## src/rtl/core/lptm_pkg.sv

```systemverilog
// Shared types and constants for the line power tolerance monitor.
// No dependencies; lptm_track, lptm_judge and the top level refer to this package.
`default_nettype none

package lptm_pkg;

	// Result classification of one line snapshot.
	typedef enum logic [2:0] {
		CS_NOT_CHECKED = 3'd0,
		CS_WARMING     = 3'd1,
		CS_NORMAL      = 3'd2,
		CS_FAULT       = 3'd3,
		CS_NO_MEAS     = 3'd4
	} check_state_t;

	// Tolerance used when the snapshot carries none: 5 percent in 0.01 % units.
	localparam logic [15:0] DEFAULT_TOL = 16'd500;

	// 100 percent expressed in 0.01 % units, the scale of the deviation side.
	localparam logic [13:0] DEV_SCALE = 14'd10000;

	// Partly judged snapshot handed from the line tracker to the judge stage.
	typedef struct packed {
		logic [5:0]  line_index;
		logic        checked;
		logic        warming;
		logic        no_meas;
		logic [31:0] started;
		logic [15:0] tolerance;
		logic [23:0] dev;
		logic [23:0] nominal;
	} judge_req_t;

endpackage

`default_nettype wire

```

## src/rtl/core/lptm_if.sv

```systemverilog
// Valid/ready channel interfaces for line snapshots and line results.
// No dependencies.
`default_nettype none

// One line snapshot per request.
interface lptm_in_if;
	logic        valid;
	logic        ready;
	logic [5:0]  line_index;
	logic        line_enabled;
	logic        output_on;
	logic [23:0] measured_power;
	logic        measured_valid;
	logic [23:0] nominal_power;
	logic        nominal_valid;
	logic [15:0] tolerance_hundredths;
	logic        tolerance_valid;
	logic [31:0] now_seconds;
	logic        last_in_scan;

	modport source (
		output valid, line_index, line_enabled, output_on, measured_power,
		measured_valid, nominal_power, nominal_valid, tolerance_hundredths,
		tolerance_valid, now_seconds, last_in_scan,
		input  ready
	);
	modport sink (
		input  valid, line_index, line_enabled, output_on, measured_power,
		measured_valid, nominal_power, nominal_valid, tolerance_hundredths,
		tolerance_valid, now_seconds, last_in_scan,
		output ready
	);
endinterface

// One line result per request.
interface lptm_out_if;
	logic        valid;
	logic        ready;
	logic [5:0]  out_line_index;
	logic [2:0]  check_state;
	logic        line_fault;
	logic [31:0] started_seconds;
	logic [15:0] tolerance_used;

	modport source (
		output valid, out_line_index, check_state, line_fault, started_seconds,
		tolerance_used,
		input  ready
	);
	modport sink (
		input  valid, out_line_index, check_state, line_fault, started_seconds,
		tolerance_used,
		output ready
	);
endinterface

`default_nettype wire

```

## src/rtl/core/lptm_ram.sv

```systemverilog
// Generic single-write, single-read RAM with registered read data.
// No dependencies. A read at the address being written returns the old data.
`default_nettype none

module lptm_ram #(
	parameter int WIDTH = 32,
	parameter int DEPTH = 64
) (
	input  wire logic                                  clk,
	input  wire logic                                  wr_en,
	input  wire logic [(DEPTH > 1 ? $clog2(DEPTH) : 1)-1:0] wr_addr,
	input  wire logic [WIDTH-1:0]                      wr_data,
	input  wire logic                                  rd_en,
	input  wire logic [(DEPTH > 1 ? $clog2(DEPTH) : 1)-1:0] rd_addr,
	output      logic [WIDTH-1:0]                      rd_data
);

	logic [WIDTH-1:0] mem_q [DEPTH];

	// Write port and registered read port.
	always_ff @(posedge clk) begin
		if (wr_en) begin
			mem_q[wr_addr] <= wr_data;
		end
		if (rd_en) begin
			rd_data <= mem_q[rd_addr];
		end
	end

endmodule

`default_nettype wire

```

## src/rtl/core/lptm_track.sv

```systemverilog
// Input stage and per-line state: activity and scan bits, switch-on times.
// Depends on lptm_pkg, lptm_in_if and lptm_ram.
`default_nettype none

module lptm_track #(
	parameter int NUM_LINES = 64
) (
	input  wire logic                clk,
	input  wire logic                arst_n,
	lptm_in_if.sink                  samples,
	input  wire logic [15:0]         warmup,
	output      logic                req_valid,
	input  wire logic                req_ready,
	output      lptm_pkg::judge_req_t req
);

	// Only the lines that a 6-bit index can reach hold state.
	localparam int DEPTH = (NUM_LINES < 64) ? NUM_LINES : 64;
	localparam int AW    = (DEPTH > 1) ? $clog2(DEPTH) : 1;

	// Input register.
	logic        v_s1;
	logic [5:0]  idx_s1;
	logic        checked_s1;
	logic [23:0] meas_s1;
	logic        meas_ok_s1;
	logic [23:0] nom_s1;
	logic        nom_ok_s1;
	logic [15:0] tol_s1;
	logic [31:0] now_s1;
	logic        last_s1;

	logic        accept;
	logic        adv_s1;
	logic        s2_free;

	// Per-line state bits.
	logic [DEPTH-1:0] active_q;
	logic [DEPTH-1:0] seen_q;
	logic [DEPTH-1:0] active_d;
	logic [DEPTH-1:0] seen_d;

	// Most recent switch-on time write, for a request read at the same edge.
	logic          fwd_vld_q;
	logic [AW-1:0] fwd_addr_q;
	logic [31:0]   fwd_data_q;

	logic [AW-1:0] addr_s1;
	logic          in_range;
	logic          was_active;
	logic          wr_en;
	logic [31:0]   ram_rd;
	logic [31:0]   stored;
	logic [31:0]   started;
	logic [31:0]   elapsed;
	logic          warming;
	logic          no_meas;
	logic [23:0]   dev;

	assign s2_free       = !req_valid || req_ready;
	assign adv_s1        = v_s1 && s2_free;
	assign samples.ready = !v_s1 || s2_free;
	assign accept        = samples.valid && samples.ready;

	// Input register: control cleared at reset, payload loaded on a request.
	always_ff @(posedge clk or negedge arst_n) begin
		if (!arst_n) begin
			v_s1 <= 1'b0;
		end else if (accept) begin
			v_s1 <= 1'b1;
		end else if (adv_s1) begin
			v_s1 <= 1'b0;
		end
	end

	always_ff @(posedge clk) begin
		if (accept) begin
			idx_s1     <= samples.line_index;
			checked_s1 <= samples.line_enabled && samples.output_on;
			meas_s1    <= samples.measured_power;
			meas_ok_s1 <= samples.measured_valid;
			nom_s1     <= samples.nominal_power;
			nom_ok_s1  <= samples.nominal_valid;
			tol_s1     <= samples.tolerance_valid ? samples.tolerance_hundredths
			                                      : lptm_pkg::DEFAULT_TOL;
			now_s1     <= samples.now_seconds;
			last_s1    <= samples.last_in_scan;
		end
	end

	// Switch-on time store, read as the request is taken.
	lptm_ram #(
		.WIDTH (32),
		.DEPTH (DEPTH)
	) u_time_ram (
		.clk     (clk),
		.wr_en   (wr_en),
		.wr_addr (addr_s1),
		.wr_data (now_s1),
		.rd_en   (accept),
		.rd_addr (samples.line_index[AW-1:0]),
		.rd_data (ram_rd)
	);

	// Line lookup and switch-on handling.
	assign addr_s1    = idx_s1[AW-1:0];
	assign in_range   = {1'b0, idx_s1} < 7'(DEPTH);
	assign was_active = in_range && active_q[addr_s1];
	assign wr_en      = adv_s1 && in_range && checked_s1 && !active_q[addr_s1];
	assign stored     = (fwd_vld_q && fwd_addr_q == addr_s1) ? fwd_data_q : ram_rd;
	assign started    = was_active ? stored : now_s1;

	always_ff @(posedge clk or negedge arst_n) begin
		if (!arst_n) begin
			fwd_vld_q <= 1'b0;
		end else if (wr_en) begin
			fwd_vld_q <= 1'b1;
		end
	end

	always_ff @(posedge clk) begin
		if (wr_en) begin
			fwd_addr_q <= addr_s1;
			fwd_data_q <= now_s1;
		end
	end

	// Warmup window: a negative elapsed time counts as still warming up.
	assign elapsed = now_s1 - started;
	assign warming = elapsed[31] || (elapsed < {16'd0, warmup});
	assign no_meas = !meas_ok_s1 || !nom_ok_s1 || (nom_s1 == 24'd0);
	assign dev     = (meas_s1 > nom_s1) ? (meas_s1 - nom_s1) : (nom_s1 - meas_s1);

	// Next activity and scan bits; a scan end drops every unseen line.
	always_comb begin
		active_d = active_q;
		seen_d   = seen_q;
		for (int i = 0; i < DEPTH; i++) begin
			if (in_range && addr_s1 == AW'(i)) begin
				seen_d[i]   = 1'b1;
				active_d[i] = checked_s1;
			end
		end
		if (last_s1) begin
			active_d = active_d & seen_d;
			seen_d   = '0;
		end
	end

	always_ff @(posedge clk or negedge arst_n) begin
		if (!arst_n) begin
			active_q <= '0;
			seen_q   <= '0;
		end else if (adv_s1) begin
			active_q <= active_d;
			seen_q   <= seen_d;
		end
	end

	// Register toward the judge stage.
	always_ff @(posedge clk or negedge arst_n) begin
		if (!arst_n) begin
			req_valid <= 1'b0;
		end else if (s2_free) begin
			req_valid <= v_s1;
		end
	end

	always_ff @(posedge clk) begin
		if (adv_s1) begin
			req.line_index <= idx_s1;
			req.checked    <= checked_s1;
			req.warming    <= warming;
			req.no_meas    <= no_meas;
			req.started    <= checked_s1 ? started : 32'd0;
			req.tolerance  <= tol_s1;
			req.dev        <= dev;
			req.nominal    <= nom_s1;
		end
	end

endmodule

`default_nettype wire

```

## src/rtl/core/lptm_judge.sv

```systemverilog
// Tolerance judge: cross-multiplication, compare and the result register.
// Depends on lptm_pkg and lptm_out_if.
`default_nettype none

module lptm_judge (
	input  wire logic                 clk,
	input  wire logic                 arst_n,
	input  wire logic                 req_valid,
	output      logic                 req_ready,
	input  wire lptm_pkg::judge_req_t req,
	lptm_out_if.source                results
);

	logic                 v_s3;
	lptm_pkg::judge_req_t req_s3;
	logic [37:0]          dev_prod_s3;
	logic [39:0]          tol_prod_s3;
	logic                 out_free;
	logic                 adv_s3;
	lptm_pkg::check_state_t state;

	assign out_free  = !results.valid || results.ready;
	assign adv_s3    = v_s3 && out_free;
	assign req_ready = !v_s3 || out_free;

	// Product stage: deviation scaled to 100 percent against tolerance share.
	always_ff @(posedge clk or negedge arst_n) begin
		if (!arst_n) begin
			v_s3 <= 1'b0;
		end else if (req_ready) begin
			v_s3 <= req_valid;
		end
	end

	always_ff @(posedge clk) begin
		if (req_valid && req_ready) begin
			req_s3      <= req;
			dev_prod_s3 <= 38'(req.dev) * 38'(lptm_pkg::DEV_SCALE);
			tol_prod_s3 <= 40'(req.tolerance) * 40'(req.nominal);
		end
	end

	// Final classification of the line.
	always_comb begin
		if (!req_s3.checked) begin
			state = lptm_pkg::CS_NOT_CHECKED;
		end else if (req_s3.warming) begin
			state = lptm_pkg::CS_WARMING;
		end else if (req_s3.no_meas) begin
			state = lptm_pkg::CS_NO_MEAS;
		end else if ({2'b00, dev_prod_s3} <= tol_prod_s3) begin
			state = lptm_pkg::CS_NORMAL;
		end else begin
			state = lptm_pkg::CS_FAULT;
		end
	end

	// Result register.
	always_ff @(posedge clk or negedge arst_n) begin
		if (!arst_n) begin
			results.valid <= 1'b0;
		end else if (out_free) begin
			results.valid <= v_s3;
		end
	end

	always_ff @(posedge clk) begin
		if (adv_s3) begin
			results.out_line_index  <= req_s3.line_index;
			results.check_state     <= state;
			results.line_fault      <= (state == lptm_pkg::CS_FAULT) ||
			                           (state == lptm_pkg::CS_NO_MEAS);
			results.started_seconds <= req_s3.started;
			results.tolerance_used  <= req_s3.tolerance;
		end
	end

endmodule

`default_nettype wire

```

## src/rtl/core/line_power_tolerance_monitor.sv

```systemverilog
// Line power tolerance monitor, top level with the warmup register.
// Depends on lptm_pkg, lptm_if, lptm_ram, lptm_track and lptm_judge.
//
// Usage: each request on the samples channel is one snapshot of a power line
// and yields exactly one request on the results channel, in order. A request
// is taken at a rising edge with valid and ready high. While the receiver
// keeps ready high, one snapshot can be taken in every cycle; the path is
// input register, line state update with the switch-on time read,
// cross-multiplication, compare into the result register.
// The switch-on times sit in a RAM read as the snapshot is taken; a write of
// the previous snapshot to the same line is forwarded around it.
// cfg_wr_en with cfg_wr_data sets the warmup time in seconds; write it only
// while no snapshot is in flight.
// Reset clears the warmup time, all line activity and scan bits and empties
// the pipeline; no clearing pass is needed. When the receiver holds ready low,
// the result register holds its request and the stages behind it fill up,
// after which samples.ready drops; nothing is lost or repeated.
`default_nettype none

module line_power_tolerance_monitor #(
	parameter int NUM_LINES = 64
) (
	input  wire logic        clk,
	input  wire logic        arst_n,
	lptm_in_if.sink          samples,
	lptm_out_if.source       results,
	input  wire logic        cfg_wr_en,
	input  wire logic [15:0] cfg_wr_data
);

	logic [15:0]          warmup_q;
	logic                 req_valid;
	logic                 req_ready;
	lptm_pkg::judge_req_t req;

	// Warmup time register.
	always_ff @(posedge clk or negedge arst_n) begin
		if (!arst_n) begin
			warmup_q <= 16'd0;
		end else if (cfg_wr_en) begin
			warmup_q <= cfg_wr_data;
		end
	end

	lptm_track #(
		.NUM_LINES (NUM_LINES)
	) u_track (
		.clk       (clk),
		.arst_n    (arst_n),
		.samples   (samples),
		.warmup    (warmup_q),
		.req_valid (req_valid),
		.req_ready (req_ready),
		.req       (req)
	);

	lptm_judge u_judge (
		.clk       (clk),
		.arst_n    (arst_n),
		.req_valid (req_valid),
		.req_ready (req_ready),
		.req       (req),
		.results   (results)
	);

	// A shown fault flag agrees with the shown state.
	assert property (@(posedge clk) disable iff (!arst_n)
		results.valid |-> (results.line_fault ==
			((results.check_state == lptm_pkg::CS_FAULT) ||
			 (results.check_state == lptm_pkg::CS_NO_MEAS))))
		else $error("line_fault disagrees with check_state");

	// A line that is not checked reports no switch-on time.
	assert property (@(posedge clk) disable iff (!arst_n)
		(results.valid && results.check_state == lptm_pkg::CS_NOT_CHECKED)
			|-> (results.started_seconds == 32'd0))
		else $error("unchecked line reports a switch-on time");

	// With the result register empty, the pipeline can always take a snapshot.
	assert property (@(posedge clk) disable iff (!arst_n)
		!results.valid |-> samples.ready)
		else $error("input stalled while the result register is empty");

endmodule

`default_nettype wire
```

## src/flat_wrapper.sv

```systemverilog
// flat-port wrapper written by rule: the top's interface ports become plain ports
module line_power_tolerance_monitor_flat 
#(
	parameter int NUM_LINES = 64
)
  (clk, arst_n, cfg_wr_en, cfg_wr_data, samples_valid, samples_line_index, samples_line_enabled, samples_output_on, samples_measured_power, samples_measured_valid, samples_nominal_power, samples_nominal_valid, samples_tolerance_hundredths, samples_tolerance_valid, samples_now_seconds, samples_last_in_scan, samples_ready, results_valid, results_out_line_index, results_check_state, results_line_fault, results_started_seconds, results_tolerance_used, results_ready);
  lptm_in_if samples_i ();
  lptm_out_if results_i ();
  input  wire logic clk;
  input  wire logic arst_n;
  input  wire logic cfg_wr_en;
  input  wire logic [15:0] cfg_wr_data;
  input wire logic [$bits(samples_i.valid)-1:0] samples_valid;
  input wire logic [$bits(samples_i.line_index)-1:0] samples_line_index;
  input wire logic [$bits(samples_i.line_enabled)-1:0] samples_line_enabled;
  input wire logic [$bits(samples_i.output_on)-1:0] samples_output_on;
  input wire logic [$bits(samples_i.measured_power)-1:0] samples_measured_power;
  input wire logic [$bits(samples_i.measured_valid)-1:0] samples_measured_valid;
  input wire logic [$bits(samples_i.nominal_power)-1:0] samples_nominal_power;
  input wire logic [$bits(samples_i.nominal_valid)-1:0] samples_nominal_valid;
  input wire logic [$bits(samples_i.tolerance_hundredths)-1:0] samples_tolerance_hundredths;
  input wire logic [$bits(samples_i.tolerance_valid)-1:0] samples_tolerance_valid;
  input wire logic [$bits(samples_i.now_seconds)-1:0] samples_now_seconds;
  input wire logic [$bits(samples_i.last_in_scan)-1:0] samples_last_in_scan;
  output wire logic [$bits(samples_i.ready)-1:0] samples_ready;
  output wire logic [$bits(results_i.valid)-1:0] results_valid;
  output wire logic [$bits(results_i.out_line_index)-1:0] results_out_line_index;
  output wire logic [$bits(results_i.check_state)-1:0] results_check_state;
  output wire logic [$bits(results_i.line_fault)-1:0] results_line_fault;
  output wire logic [$bits(results_i.started_seconds)-1:0] results_started_seconds;
  output wire logic [$bits(results_i.tolerance_used)-1:0] results_tolerance_used;
  input wire logic [$bits(results_i.ready)-1:0] results_ready;
  assign samples_i.valid = samples_valid;
  assign samples_i.line_index = samples_line_index;
  assign samples_i.line_enabled = samples_line_enabled;
  assign samples_i.output_on = samples_output_on;
  assign samples_i.measured_power = samples_measured_power;
  assign samples_i.measured_valid = samples_measured_valid;
  assign samples_i.nominal_power = samples_nominal_power;
  assign samples_i.nominal_valid = samples_nominal_valid;
  assign samples_i.tolerance_hundredths = samples_tolerance_hundredths;
  assign samples_i.tolerance_valid = samples_tolerance_valid;
  assign samples_i.now_seconds = samples_now_seconds;
  assign samples_i.last_in_scan = samples_last_in_scan;
  assign samples_ready = samples_i.ready;
  assign results_valid = results_i.valid;
  assign results_out_line_index = results_i.out_line_index;
  assign results_check_state = results_i.check_state;
  assign results_line_fault = results_i.line_fault;
  assign results_started_seconds = results_i.started_seconds;
  assign results_tolerance_used = results_i.tolerance_used;
  assign results_i.ready = results_ready;
  line_power_tolerance_monitor #(.NUM_LINES(NUM_LINES)) u_core (.clk(clk), .arst_n(arst_n), .samples(samples_i), .results(results_i), .cfg_wr_en(cfg_wr_en), .cfg_wr_data(cfg_wr_data));
endmodule
```

## config.mk

```make
export PLATFORM = sky130hd
export DESIGN_NAME = line_power_tolerance_monitor_flat
export DESIGN_NICKNAME = d
export VERILOG_FILES = /design/src/rtl/core/lptm_pkg.sv /design/src/rtl/core/lptm_if.sv /design/src/rtl/core/lptm_ram.sv /design/src/rtl/core/lptm_track.sv /design/src/rtl/core/lptm_judge.sv /design/src/rtl/core/line_power_tolerance_monitor.sv /design/src/flat_wrapper.sv
export SDC_FILE = /design/constraint.sdc
export NUM_CORES = 2
export LEC_CHECK = 0
export ABC_AREA = 1
export BUFFER_PORTS_ARGS = -buffer_cell sky130_fd_sc_hd__buf_2
export CAP_MARGIN = 20
export CORE_ASPECT_RATIO = 0.5
export CORE_UTILIZATION = 42
export CTS_CLUSTER_DIAMETER = 80
export DETAILED_ROUTE_END_ITERATION = 6
export GPL_TIMING_DRIVEN = 0
export PLACE_DENSITY = 0.57
export REMOVE_ABC_BUFFERS = 1
export SYNTH_ARGS = -nofsm -noshare
export SYNTH_HDL_FRONTEND = slang
export SYNTH_SLANG_ARGS = --single-unit
```

## constraint.sdc

```tcl
create_clock -name clk -period 15.6 [get_ports clk]
set_input_delay 0.78 -clock clk [delete_from_list [all_inputs] [get_ports clk]]
set_output_delay 0.78 -clock clk [all_outputs]
set_load 0.01 [all_outputs]
```

==> flow_metrics.tcl <==
set metrics [dict create \
    initial_core_util_pct 42.4 \
    drv_slew 0 \
    regArea_um2 79300 \
    syn_to_final_growth_pct 15.1 \
    synth_top_area_share_pct 60.1 \
    worst_pin_slew_ps 1490 \
    crit_type "reg2reg" \
    layout_worst_path_cycle_share_pct 46.7 \
    globalplace.congestion 0.904 \
    ys_types 57 \
    synth_edf_count 2518 \
    setup_viol 0 \
    min_path_type "in2reg" \
    io_buffers 188 \
    cp.buffers_inverters 3 \
    htreeDepth 4 \
    min_from "samples_now_seconds[18]" \
    crit_path_max_incr_delay_ps 860 \
    slew_headroom_pct 0.352 \
    antenna_left 0 \
    r2r-start "u_core.u_track.addr_s1[1]" \
    status "complete, no violations" \
    vias 85600 \
    critical_path.max_fanout 72 \
    synth-seq-cells 2667 \
    cts_tree "done" \
    antenna_found_initial 20 \
    syn_area_um2 126000 \
    synth_cells 11000 \
    row_count 141 \
    grt_setup_unrepaired "no" \
    final-hold-violation-count 0 \
    yosysMostFrequentCell "edfxtp_1" \
    io_pins 189 \
    critPathLaunch "u_core.u_track.addr_s1[1]" \
    clk_pin_slew_ps 70 \
    fp.dieArea_um2 302000 \
    synth-simple-area-share_pct 10.3 \
    wl_per_cell_um 24.5 \
    die_w_um 776 \
    grt_pass1_wl_mm 549 \
    max_freq_mhz 137 \
    detail_route.vias_per_cell 5.57 \
    ir_drop_mv 0.733 \
    grt_max_degree 236 \
    finalPower_uw 30700 \
    crit_slowest_cell "nor2_1" \
    synth_flop_cell "edfxtp_1" \
    power.leakage_uw 0.0538 \
    cp-start-kind "register" \
    wl_mm 377 \
    synth_xor_area_share_pct 0.787 \
    clockRootBuffer "clkbuf_16" \
    yosysTopAreaCell "edfxtp_1" \
    cts.path.max_buffers 4 \
    clock-sinks 2667 \
    cp.arrival_ps 7950 \
    synthTopCellsByCount "2518 x edfxtp_1, 1587 x nor2_1, 1372 x nand2_1, 1260 x o21ai_0, 1094 x inv_1" \
    synthMuxAreaShare_pct 0.00896 \
    dr.first_iter.drc_count 9725 \
    fin_crit_ps 7280 \
    track_usage_pct 24.4 \
    worst_setup_path_end_kind "register" \
    cts_buffers 240 \
    power.density_nw_per_um2 212 \
    path_delay_family "simple AND/OR/NAND/NOR gates" \
    insertion_delay_ps 910 \
    drtPass1Iterations 6 \
    grt_pass1_vias 81100 \
    async_reset_ff_share_pct 5.59 \
    instances_no_fill 15400 \
    cts_resized 0 \
    dpl.hpwl_mm 247 \
    crit_top_cell "nand2_1" \
    fillCellCount 26100 \
    seq_area_frac_synth_pct 63.1 \
    core_um2 297000 \
    gr-total-overflow 0 \
    cts_setup_buffers 0 \
    die_y_um 389 \
    synth_area_leaders "edfxtp_1 60%, fa_1 5.9%, o21ai_0 5.0%, nor2_1 4.7%, nand2_1 4.1%" \
    drv_cap 0 \
    synth_top_family_by_area "compound AO/OA/AOI/OAI gates" \
    syn_area_per_cell_um2 11.4 \
    required_ps 16270 \
    dp_cells 14900 \
    drive_gt1_share_pct 8.52 \
    multi_input_area_um2 40100 \
    nNetsFinal 12000 \
    synth_compound_area_share_pct 11.3 \
    drc 0 \
    fin_skew_ps 108 \
    yosysWarnings 0 \
    synth_fa_ha_area_share_pct 9.17 \
]
[through the flow]
step	hold slack, ps	TNS [ps]	setup slack (ps)	cell area [um2]	utilization [%]
after CTS	11.9	0	8310	145000	48.7
after detailed placement	405	0	8410	137000	46.2
after global routing	20.6	0	7850	145000	48.8
after floorplan	400	0	7240	123000	-
final	64.6	0	8320	145000	48.8
after global placement	402	-1248120	-39530	129000	43.5
[worst paths after layout]
check	to	slack, ps	cells after the start
min in group asynchronous	u_core.warmup_q[14]	410	2
hold reg to reg	u_core.u_judge.results.out_line_index[0]	420	0
max in group asynchronous	u_core.u_track.seen_q[18]	14260	3
setup reg to reg	u_core.u_track.req[97]	8320	32
hold / removal	u_core.u_track.now_s1[18]	60	1
setup / recovery	u_core.u_track.req[97]	8320	32
[what timing repair did]
| item | 4_1_cts | 5_1_grt |
|---|---|---|
| endpoints found under the hold margin | 68 | 0 |
| hold buffers | 10 | 0 |
| endpoints found under the setup margin | 0 | 0 |
[report_power, final]
group | leakage (uW) | total (uW) | internal [uW] | switching, uW
Clock | 0.00367 | 5840 | 3150 | 2690
Sequential | 0.0250 | 9190 | 8930 | 263
Combinational | 0.0251 | 15700 | 5670 | 9990
Total | 0.0538 | 30700 | 17800 | 12900
[cells by family (layout without fill, tap and decap cells)]
group	after synthesis	count (layout)
multiplexers	1	1
AO/OA/AOI/OAI	2562	2562
AND/OR/NAND/NOR	3259	3259
flip-flops	2667	2667
other	0	5
buffers and inverters	1724	2049
XOR/XNOR	113	113
adder cells (fa/ha/maj)	701	701
[registers in the layout (all words and copies together), names as in the netlist, 3 cells and up]
| register | flops |
|---|---|
| u_core.u_track.u_time_ram.rd_data | 32 |
| u_core.u_judge.results.tolerance_used | 16 |
| u_core.u_track.fwd_addr_q | 6 |
| u_core.u_track.seen_q | 64 |
| u_core.u_track.req | 105 |
| u_core.u_judge.tol_prod_s3 | 40 |
| u_core.u_judge.req_s3 | 57 |
| u_core.u_judge.results.out_line_index | 6 |
| u_core.u_judge.results.check_state | 3 |
| u_core.u_track.active_q | 64 |
| u_core.u_track.nom_s1 | 24 |
| u_core.u_track.meas_s1 | 24 |
| u_core.u_track.tol_s1 | 16 |
| u_core.u_track.addr_s1 | 6 |
| u_core.warmup_q | 16 |
| u_core.u_judge.results.started_seconds | 32 |
| u_core.u_judge.dev_prod_s3 | 34 |
| u_core.u_track.fwd_data_q | 32 |
| u_core.u_track.u_time_ram.mem_q | 2048 |
| u_core.u_track.now_s1 | 32 |
[worst reg2reg max path, delay by kind of cell, from the launching register on]
| kind | cells | cell delay [ps] |
|---|---|---|
| compound gates | 3 | 630 |
| xor+xnor | 1 | 210 |
| fa+ha+maj | 2 | 730 |
| buf+inv | 3 | 980 |
| flops | 1 | 800 |
| simple gates | 23 | 3660 |
[cells in the final DEF (no fill, tap or decap), types with 10 or more instances in the layout]
cell / netlist / final
clkbuf_16: 0 / 241
edfxtp_1: 2518 / 2518
nor3_1: 37 / 34
ha_1: 333 / 333
o21ai_2: 21 / 21
bufinv_16: 0 / 16
buf_16: 0 / 201
xnor2_1: 38 / 38
dlygate4sd3_1: 0 / 10
nor2_4: 3 / 28
nand4_1: 27 / 27
xor2_1: 75 / 75
nor2_1: 1587 / 1562
o22ai_1: 634 / 634
o21bai_1: 16 / 16
clkinv_1: 2 / 36
dfrtp_1: 149 / 149
nand2_1: 1372 / 1372
clkinv_2: 0 / 45
buf_2: 149 / 182
a21o_1: 18 / 18
clkinvlp_4: 0 / 10
clkbuf_8: 0 / 10
buf_8: 0 / 57
clkbuf_1: 428 / 51
o21ai_1: 144 / 144
inv_1: 1094 / 1091
nand3_1: 156 / 156
nor3_4: 0 / 40
fa_1: 368 / 368
a22oi_1: 64 / 64
a31oi_1: 90 / 90
nor4_1: 13 / 13
o21ai_0: 1260 / 1260
buf_12: 0 / 47
a21oi_1: 270 / 269
[cell type report]
type / count / area share [%]
Timing Repair Buffer: 515 / 5.88
Tap cell: 4004 / 3.46
Antenna cell: 5 / 0.00865
Multi-Input combinational cell: 6636 / 27.7
Clock inverter: 125 / 0.807
Sequential cell: 2667 / 54.8
Clock buffer: 302 / 4.39
Inverter: 1107 / 2.91
[metal layers]
metal / share of wire, % / vias up / GRT usage (%) / wire (um)
met2: 46 / 3305 / 38.9 / 173000
met4: 3.5 / 6 / 7.56 / 13200
li1: - / 38700 / - / -
met3: 7.9 / 589 / 3.88 / 29900
met1: 43 / 43000 / 34.6 / 161000
met5: 0.011 / - / 0 / 41
Power figures use the tool's default switching activity.
